`src/rtl/svt_pkg.sv`:
```
// ----------------------------------------------------------------------------
// svt_pkg
// Shared constants and control types for the sorted value table.
// ----------------------------------------------------------------------------
package svt_pkg;

    localparam int DEPTH_DEFAULT = 16;

    localparam int FUNC_W   = 2;
    localparam int VALUE_W  = 32;
    localparam int STATUS_W = 2;
    localparam int COUNT_W  = 5;

    localparam logic [FUNC_W-1:0] FUNC_INSERT = 2'd0;
    localparam logic [FUNC_W-1:0] FUNC_DELETE = 2'd1;
    localparam logic [FUNC_W-1:0] FUNC_DUMP   = 2'd2;

    localparam logic [STATUS_W-1:0] ST_DONE     = 2'd0;
    localparam logic [STATUS_W-1:0] ST_NOTFOUND = 2'd1;
    localparam logic [STATUS_W-1:0] ST_FULL     = 2'd2;
    localparam logic [STATUS_W-1:0] ST_EMPTY    = 2'd3;

    // Commands from the controller to the datapath.
    typedef struct packed {
        logic capture;
        logic compare;
        logic apply;
        logic dump_load;
    } svt_cmd_t;

    // Status from the datapath to the controller.
    typedef struct packed {
        logic dump_busy;
        logic last;
    } svt_stat_t;

endpackage

```
`src/rtl/svt_ctrl.sv`:
```
// ----------------------------------------------------------------------------
// svt_ctrl
// Sequencer for the sorted value table: capture, compare, update, respond.
// ----------------------------------------------------------------------------
module svt_ctrl
(
    input  logic              clk,
    input  logic              rst_n,
    input  logic              in_valid,
    output logic              in_ready,
    output logic              out_valid,
    input  logic              out_ready,
    output svt_pkg::svt_cmd_t cmd,
    input  svt_pkg::svt_stat_t stat
);

    localparam logic [1:0] S_IDLE = 2'd0;
    localparam logic [1:0] S_CMP  = 2'd1;
    localparam logic [1:0] S_EXEC = 2'd2;
    localparam logic [1:0] S_RESP = 2'd3;

    logic [1:0] state_reg;
    logic [1:0] state_next;

    assign in_ready  = (state_reg == S_IDLE);
    assign out_valid = (state_reg == S_RESP);

    always_comb
    begin
        state_next    = state_reg;
        cmd           = '0;
        unique case (state_reg)
            S_IDLE:
            begin
                if (in_valid)
                begin
                    cmd.capture = 1'b1;
                    state_next  = S_CMP;
                end
            end
            S_CMP:
            begin
                cmd.compare = 1'b1;
                state_next  = S_EXEC;
            end
            S_EXEC:
            begin
                if (stat.dump_busy)
                begin
                    cmd.dump_load = 1'b1;
                end
                else
                begin
                    cmd.apply = 1'b1;
                end
                state_next = S_RESP;
            end
            S_RESP:
            begin
                // Each accepted dump beat loads the next entry straight away.
                if (out_ready)
                begin
                    if (stat.last)
                    begin
                        state_next = S_IDLE;
                    end
                    else
                    begin
                        cmd.dump_load = 1'b1;
                    end
                end
            end
            default:
            begin
                state_next = S_IDLE;
            end
        endcase
    end

    always_ff @(posedge clk or negedge rst_n)
    begin
        if (!rst_n)
        begin
            state_reg <= S_IDLE;
        end
        else
        begin
            state_reg <= state_next;
        end
    end

endmodule

```
`src/rtl/svt_datapath.sv`:
```
// ----------------------------------------------------------------------------
// svt_datapath
// Row of value cells with parallel compare flags and a one-step shift.
// ----------------------------------------------------------------------------
module svt_datapath
#(
    parameter int DEPTH = svt_pkg::DEPTH_DEFAULT
)
(
    input  logic                                clk,
    input  logic                                rst_n,
    input  svt_pkg::svt_cmd_t                   cmd,
    output svt_pkg::svt_stat_t                  stat,
    input  logic [svt_pkg::FUNC_W-1:0]          func,
    input  logic signed [svt_pkg::VALUE_W-1:0]  value,
    output logic [svt_pkg::STATUS_W-1:0]        status,
    output logic signed [svt_pkg::VALUE_W-1:0]  entry,
    output logic [svt_pkg::COUNT_W-1:0]         count,
    output logic                                last
);

    localparam int IDX_W = (DEPTH > 1) ? $clog2(DEPTH) : 1;
    localparam int OCC_W = $clog2(DEPTH + 1);

    logic signed [svt_pkg::VALUE_W-1:0] cell_reg [DEPTH];
    logic [svt_pkg::FUNC_W-1:0]         func_reg;
    logic signed [svt_pkg::VALUE_W-1:0] val_reg;
    logic [DEPTH-1:0]                   lt_reg;
    logic [DEPTH-1:0]                   eq_reg;
    logic [OCC_W-1:0]                   occ_reg;
    logic [IDX_W-1:0]                   ptr_reg;
    logic [svt_pkg::STATUS_W-1:0]       status_reg;
    logic signed [svt_pkg::VALUE_W-1:0] entry_reg;
    logic                               last_reg;

    logic        full;
    logic        found;
    logic        ins_en;
    logic        del_en;
    logic        ptr_last;
    logic [31:0] occ_wide;

    assign full     = (occ_reg == OCC_W'(DEPTH));
    assign found    = |eq_reg;
    assign ins_en   = cmd.apply && (func_reg == svt_pkg::FUNC_INSERT) && !full;
    assign del_en   = cmd.apply && (func_reg == svt_pkg::FUNC_DELETE) && found;
    assign ptr_last = ((OCC_W'(ptr_reg) + OCC_W'(1)) == occ_reg);
    assign occ_wide = 32'(occ_reg);

    assign stat.dump_busy = (func_reg == svt_pkg::FUNC_DUMP) && (occ_reg != '0);
    assign stat.last      = last_reg;

    assign status = status_reg;
    assign entry  = entry_reg;
    assign count  = occ_wide[svt_pkg::COUNT_W-1:0];
    assign last   = last_reg;

    always_ff @(posedge clk)
    begin
        if (cmd.capture)
        begin
            func_reg <= func;
            val_reg  <= value;
        end
    end

    // Only occupied cells raise a flag. Since the row is sorted, the less-than
    // flags form a prefix, and the first cell without one is where an insert
    // lands or where the first equal entry sits.
    always_ff @(posedge clk)
    begin
        if (cmd.compare)
        begin
            for (int i = 0; i < DEPTH; i++)
            begin
                lt_reg[i] <= (OCC_W'(i) < occ_reg) && (cell_reg[i] < val_reg);
                eq_reg[i] <= (OCC_W'(i) < occ_reg) && (cell_reg[i] == val_reg);
            end
        end
    end

    for (genvar g = 0; g < DEPTH; g++)
    begin : g_cell
        always_ff @(posedge clk)
        begin
            if (ins_en && !lt_reg[g])
            begin
                if (g == 0)
                begin
                    cell_reg[g] <= val_reg;
                end
                else if (lt_reg[(g > 0) ? g - 1 : 0])
                begin
                    cell_reg[g] <= val_reg;
                end
                else
                begin
                    cell_reg[g] <= cell_reg[(g > 0) ? g - 1 : 0];
                end
            end
            else if (del_en && !lt_reg[g] && (g < DEPTH - 1))
            begin
                cell_reg[g] <= cell_reg[(g < DEPTH - 1) ? g + 1 : g];
            end
        end
    end

    always_ff @(posedge clk or negedge rst_n)
    begin
        if (!rst_n)
        begin
            occ_reg <= '0;
        end
        else if (ins_en)
        begin
            occ_reg <= occ_reg + OCC_W'(1);
        end
        else if (del_en)
        begin
            occ_reg <= occ_reg - OCC_W'(1);
        end
    end

    always_ff @(posedge clk or negedge rst_n)
    begin
        if (!rst_n)
        begin
            ptr_reg <= '0;
        end
        else if (cmd.capture)
        begin
            ptr_reg <= '0;
        end
        else if (cmd.dump_load && !ptr_last)
        begin
            ptr_reg <= ptr_reg + IDX_W'(1);
        end
    end

    always_ff @(posedge clk)
    begin
        if (cmd.dump_load)
        begin
            status_reg <= svt_pkg::ST_DONE;
            entry_reg  <= cell_reg[ptr_reg];
            last_reg   <= ptr_last;
        end
        else if (cmd.apply)
        begin
            entry_reg <= '0;
            last_reg  <= 1'b1;
            case (func_reg)
                svt_pkg::FUNC_INSERT:
                begin
                    status_reg <= full ? svt_pkg::ST_FULL : svt_pkg::ST_DONE;
                end
                svt_pkg::FUNC_DELETE:
                begin
                    status_reg <= found ? svt_pkg::ST_DONE : svt_pkg::ST_NOTFOUND;
                end
                svt_pkg::FUNC_DUMP:
                begin
                    // Reached only with an empty table.
                    status_reg <= svt_pkg::ST_EMPTY;
                end
                default:
                begin
                    status_reg <= svt_pkg::ST_DONE;
                end
            endcase
        end
    end

endmodule

```
`src/rtl/sorted_value_table_core.sv`:
```
// ----------------------------------------------------------------------------
// sorted_value_table_core
// Bounded table of signed values kept in ascending order.
// ----------------------------------------------------------------------------
// Insert, delete and unused operations go through capture, a parallel compare
// across the cell row and a one-step shift before the result beat, and the
// next input is taken in the cycle after the result beat is accepted.
// A dump takes the same lead-in and then gives one result beat per stored
// entry, one per cycle while the consumer is ready, with last on the final
// beat; an empty table dumps as a single beat with the empty status. The
// count field always shows the occupancy after the operation.
module sorted_value_table_core
#(
    parameter int DEPTH = svt_pkg::DEPTH_DEFAULT
)
(
    input  logic                                clk,
    input  logic                                rst_n,
    input  logic                                in_valid,
    output logic                                in_ready,
    input  logic [svt_pkg::FUNC_W-1:0]          func,
    input  logic signed [svt_pkg::VALUE_W-1:0]  value,
    output logic                                out_valid,
    input  logic                                out_ready,
    output logic [svt_pkg::STATUS_W-1:0]        status,
    output logic signed [svt_pkg::VALUE_W-1:0]  entry,
    output logic [svt_pkg::COUNT_W-1:0]         count,
    output logic                                last
);

    svt_pkg::svt_cmd_t  cmd;
    svt_pkg::svt_stat_t stat;

    svt_ctrl u_ctrl
    (
        .clk       (clk),
        .rst_n     (rst_n),
        .in_valid  (in_valid),
        .in_ready  (in_ready),
        .out_valid (out_valid),
        .out_ready (out_ready),
        .cmd       (cmd),
        .stat      (stat)
    );

    svt_datapath #(
        .DEPTH (DEPTH)
    ) u_datapath
    (
        .clk    (clk),
        .rst_n  (rst_n),
        .cmd    (cmd),
        .stat   (stat),
        .func   (func),
        .value  (value),
        .status (status),
        .entry  (entry),
        .count  (count),
        .last   (last)
    );

endmodule
```
`config.mk`:
```
export PLATFORM = sky130hd
export DESIGN_NAME = sorted_value_table_core
export DESIGN_NICKNAME = d
export VERILOG_FILES = /design/src/rtl/svt_pkg.sv /design/src/rtl/svt_ctrl.sv /design/src/rtl/svt_datapath.sv /design/src/rtl/sorted_value_table_core.sv
export SDC_FILE = /design/constraint.sdc
export NUM_CORES = 2
export LEC_CHECK = 0
export ABC_AREA = 1
export BUFFER_PORTS_ARGS = -buffer_cell sky130_fd_sc_hd__buf_2
export CORE_ASPECT_RATIO = 1.5
export CORE_MARGIN = 4
export CORE_UTILIZATION = 38
export DETAILED_ROUTE_END_ITERATION = 10
export PLACE_DENSITY = 0.51
export SLEW_MARGIN = 0
export SYNTH_ARGS = -nofsm -noshare
export SYNTH_HDL_FRONTEND = slang
export SYNTH_SLANG_ARGS = --single-unit
```
`constraint.sdc`:
```
create_clock -name clk -period 4.4 [get_ports clk]
set_input_delay 1.1 -clock clk [delete_from_list [all_inputs] [get_ports clk]]
set_output_delay 1.1 -clock clk [all_outputs]
set_load 0.1 [all_outputs]
```
Word level (Yosys, flattened, before mapping)

Memory sizes are Yosys's and may differ from the RTL's.
Index checks and enable logic that the tools add are counted.
W data, S select, Z words.

$add $sub $neg: 4
Reductions and logical operators: 95
Multiplexer cells: 191
Bitwise operators: 30
Equal/unequal tests: 26
Magnitude comparators: 32

Operators by type and width:

| operator              | number |
|---|---|
| $mux W32              | 32 |
| $eq A32 B32 Y1        | 16 |
| $lt A32 B32 Y1        | 16 |
| $mux W1               | 148 |
| $logic_and A1 B1 Y1   | 69 |
| $lt A4 B5 Y1 const A  | 8 |
| $or A1 B1 Y1          | 30 |
| $lt A3 B5 Y1 const A  | 4 |
| $logic_not A1 Y1      | 18 |
| $reduce_or A16 Y1     | 1 |
| $lt A1 B5 Y1 const A  | 2 |
| $lt A2 B5 Y1 const A  | 2 |
| $mux W5               | 2 |
| $mux W2               | 4 |
| $mux W4               | 2 |
| $pmux W2 S4           | 1 |
| $eq A2 B2 Y1 const B  | 3 |
| $pmux W2 S3           | 1 |
| $reduce_bool A2 Y1    | 3 |
| $add A4 B1 Y5 const B | 1 |
| $add A5 B1 Y5 const B | 1 |
| $eq A5 B5 Y1          | 1 |
| $eq A5 B5 Y1 const B  | 1 |
| $reduce_bool A5 Y1    | 1 |
| other kinds (8)       | 11 |

Bits of input ports: 38
Flip-flop bits (word level): 112
RAM bits: 512
Memories kept: 1

Memories:

| memory              | words | width | read ports | clocked after Yosys merged registers in | write ports | RTL line           | source |
|---|---|---|---|---|---|---|---|
| u_datapath.cell_reg | 16    | 32    | 17         | 0                                       | 16          | svt_datapath.sv:25 | `logic signed [svt_pkg::VALUE_W-1:0] cell_reg [DEPTH];` |

Depth between registers and ports, before layout

Word-level depth: 11
Depth in mapped cells: 16
Mapped depth without buffers: 16

Cells and area by module

A second synthesis with hierarchy kept.

Cell total of the unflattened synthesis: 5613
Area total of the unflattened synthesis: 46101.7 µm²

By module, submodules not included:

| module       | instances | area an instance (µm²) | cells each |
|---|---|---|---|
| svt_datapath | 1         | 45877.8                | 5583 |
| svt_ctrl     | 1         | 224.0                  | 30 |

Worst setup path after synthesis

OpenSTA, ideal clock, no wires.

Kind: reg-to-reg
From: register u_datapath.occ_reg[0] (netlist: u_datapath.count[0])
To: memory u_datapath.cell_reg[15][10] in the netlist's numbering, data pin
Slack: -0.046 ns
Required time: 4.107 ns
Library setup time: 0.293 ns
Arrival time: 4.152 ns
Period minus slack after synthesis: 4.446 ns
Stages on the path, launching flop included: 10
Path through: dfrtp_1 -> inv_1 -> ha_1 -> nand3_2 -> nand4_4 -> nor2_1 -> nand2_1 -> clkbuf_1 -> nor2_1 -> a21oi_1

RTL lines:

| item                   | RTL line            | source |
|---|---|---|
| start, declared        | svt_datapath.sv:30  | `logic [OCC_W-1:0] occ_reg;` |
| start signal, assigned | svt_datapath.sv:116 | `occ_reg <= occ_reg + OCC_W'(1);` |
| start signal, assigned | svt_datapath.sv:120 | `occ_reg <= occ_reg - OCC_W'(1);` |
| end, declared          | svt_datapath.sv:25  |  |

==> results.md <==
- Final setup vio count: 0
- Count leader, synth: nand2_1
- Worst reg2reg path depth: 9
- #FFs+latches synth: 624
- Post-CTS setup buffers: 0
- Total power: 25.9 mW
- PortBufs: 79
- Reg2reg end: u_datapath.cell_reg[0][8]
- Syn nets: 6356
- Grt ovf: 0
- Die height: ~430 um
- Startpoint Class: flip-flop
- Final Hold Vio Count: 0
- Detail Placement HPWL: 123000 um
- Status: finished, final reports clean
- Reg2Reg Setup Slack: 1.04 ns
- Hold crit path type: primary input to async pin
- CTS tree: yes
- Rel. slew slack: between 20 and 25%
- Post-synthesis async set-or-reset flop share: about 1.8%
- Top FF cell, synth: edfxtp_1
- # DRC: 0
- CP arrival: approximately 3.6 ns
- Reg clk slew, reported paths: 0.06 ns
- Origin of the worst setup path: u_ctrl.state_reg[0]
- Layout cells sized above 1: 6.38%
- Post-route cell area: 0.0506 mm^2
- Final core occ: between 40% and 50%
- RSZ-0062 raised after global routing: false
- WL per Instance: ~22 um
- Leading area contributor after synthesis: edfxtp_1
- Area growth from synthesis to layout: 9.79%
- DIE AREA: about 0.13 mm^2
- Hold buffer count at cts: 0
- H-tree Lvls: 3
- Clock Sinks: 624
- Area of the core: around 0.12 mm^2
- Worst setup EP type: flip-flop
- First-pass GRT wire length: 244000 um
- Fillers: approximately 12000
- GRT Total Usage: between 20% and 30%
- Fin nets: 6297
- Worst r2r src: u_ctrl.state_reg[0]
- Max reg flops: approximately 500
- Total Wirelength: approximately 160000 um
- Synth top cells by count: nand2_1 (1650), o21ai_0 (1105), edfxtp_1 (611)
- Vias per cell: between 5 and 6
- Static Leakage: 20.6 nW
- Synth warn: 0
- DR iter-0 viols: 3537
- Post-CTS Resized: 0
- Drt pass-1 iters: 6
- Setup WS post-layout: between 1 and 1.5 ns
- Max Slew Vio Count: 0
- Crit Path Class: flip-flop to flip-flop
- Sequential cell area: 0.0187 mm^2
- Initial cell density of the core: 38.2%
- Post-synthesis sequential area ratio: about 41%
- Die W: 292 um
- EDFF count, synth: slightly above 600
- Largest cells by area after synthesis: edfxtp_1 (40%), ha_1 (14%), nand2_1 (13%)
- Pin count of the biggest net entering global routing: 97
- Max_cap viols: 0
- Final ANT Viol Nets: 0
- CTS Buf Count: 72
- Vias in the first global route: 39200
- Crit-path max FO: 32
- Syn Area/Cell: slightly below 8 um^2
- Vias post-DR: a little over 40000
- CP Capture Point: u_datapath.cell_reg[0][8]
- Yosys cell types: 48
- Worst vdd ir: 540 uV
- Clock Skew: 0.0243 ns
- Minimum clock period: 3.36 ns
- Tcrit/Tclk final: around three quarters
- Placed inst area: 0.0483 mm^2
- Footprint of the multi-input gates: 0.0253 mm^2
- Setup TNS: 0 ns
- Post-synth top area share: 39.8%
- CP required: 4.67 ns
- Initial antenna violation count: 1
- DP Worst Slack: 1.01 ns
- Clk_lat worst skew: 0.68 ns
- Worst slew pin tran: around 1.2 ns
- Power Density: ~510 mW/mm^2
- CTS max path bufs: 3
- Final GP Congestion: 0.866
- Io pins: 80
- Cell Rows: 156
- Synthesized area: ~0.046 mm^2
- Clk Tree Root Cell: clkbuf_16
- Post-Syn Instances: around 5800
- Fmax: 298 MHz
==> routing by layer <==
metal,up-vias,GRT usage [%],wire [um]
met5,-,0,13
met3,257,2.41,7330
met1,19200,30.2,65400
met2,1174,45.4,82700
li1,20200,-,-
met4,2,11.0,7220
==> per-stage QoR <==
| step | hold slack [ns] | cells |
|---|---|---|
| finish | 0.341 | 7377 |
| global route | 0.341 | 7376 |
| CTS | 0.290 | 7376 |
| detailed placement | 0.540 | 7244 |
| global placement | 0.534 | 7244 |
| floorplan | 0.520 | 5797 |
==> worst max-delay path, stage by stage, from the launching register on <==
cell     delay, ns
dfrtp_1       0.40
inv_1         0.11
ha_1          0.47
inv_2         0.17
nor2_8        0.16
nand2_4       0.07
nand2_4       0.11
inv_1         0.28
buf_4         0.33
nor2_4        0.84
==> logic make-up (layout without fill, tap and decap cells) <==
kind of cell / after synthesis / count (layout) / synth area share (%)
AND/OR/NAND/NOR: 2424 / 2424 / 21.2
AO/OA/AOI/OAI: 1659 / 1659 / 19.0
flip-flops: 624 / 624 / 40.5
buffers and inverters: 558 / 557 / 4.85
adder cells (fa/ha/maj): 521 / 521 / 14.2
XOR/XNOR: 11 / 11 / 0.209
other: 0 / 1 / 0
==> cell usage in the layout (no fill, tap or decap), types with 11 or more instances in the layout <==
cell	count
o21ai_1	99
nand3_1	96
nor4_1	11
clkbuf_16	77
buf_4	110
ha_1	520
nor2_4	30
nand2_1	1647
nor3_1	16
buf_2	79
a21o_1	12
a21oi_1	292
clkinv_2	14
inv_1	215
clkinv_1	17
clkbuf_1	15
nand4_1	66
nor2_1	523
o21ai_0	1105
o221ai_1	78
o22ai_1	46
buf_12	11
o21a_1	21
edfxtp_1	611
==> final cells by class <==
type,count,area share (%)
multi-input combinational,4615,50.0
antenna,1,0.00495
tap,1580,3.91
timing repair buffer,200,2.85
inverter,225,1.70
sequential,624,36.9
clock buffer,95,4.00
clock inverter,37,0.554
==> worst min path at each step <==
stage                            from                         end  cells past startpoint
6_report                        rst_n       u_datapath.ptr_reg[0]                      1
5_1_grt                         rst_n       u_datapath.ptr_reg[0]                      1
4_1_cts                         rst_n         u_ctrl.state_reg[1]                      1
3_5_place_dp   u_datapath.val_reg[26]  u_datapath.cell_reg[8][26]                      2
3_3_place_gp   u_datapath.val_reg[26]  u_datapath.cell_reg[8][26]                      2
2_1_floorplan  u_datapath.val_reg[10]  u_datapath.cell_reg[8][10]                      2
==> report_power, final <==
| group | switching, mW | total [mW] | internal (mW) |
|---|---|---|---|
| logic | 7.29 | 10.2 | 2.90 |
| registers | 1.29 | 9.57 | 8.27 |
| clock network | 2.71 | 6.18 | 3.47 |
| total | 11.3 | 25.9 | 14.6 |
Power figures use the tool's default switching activity.
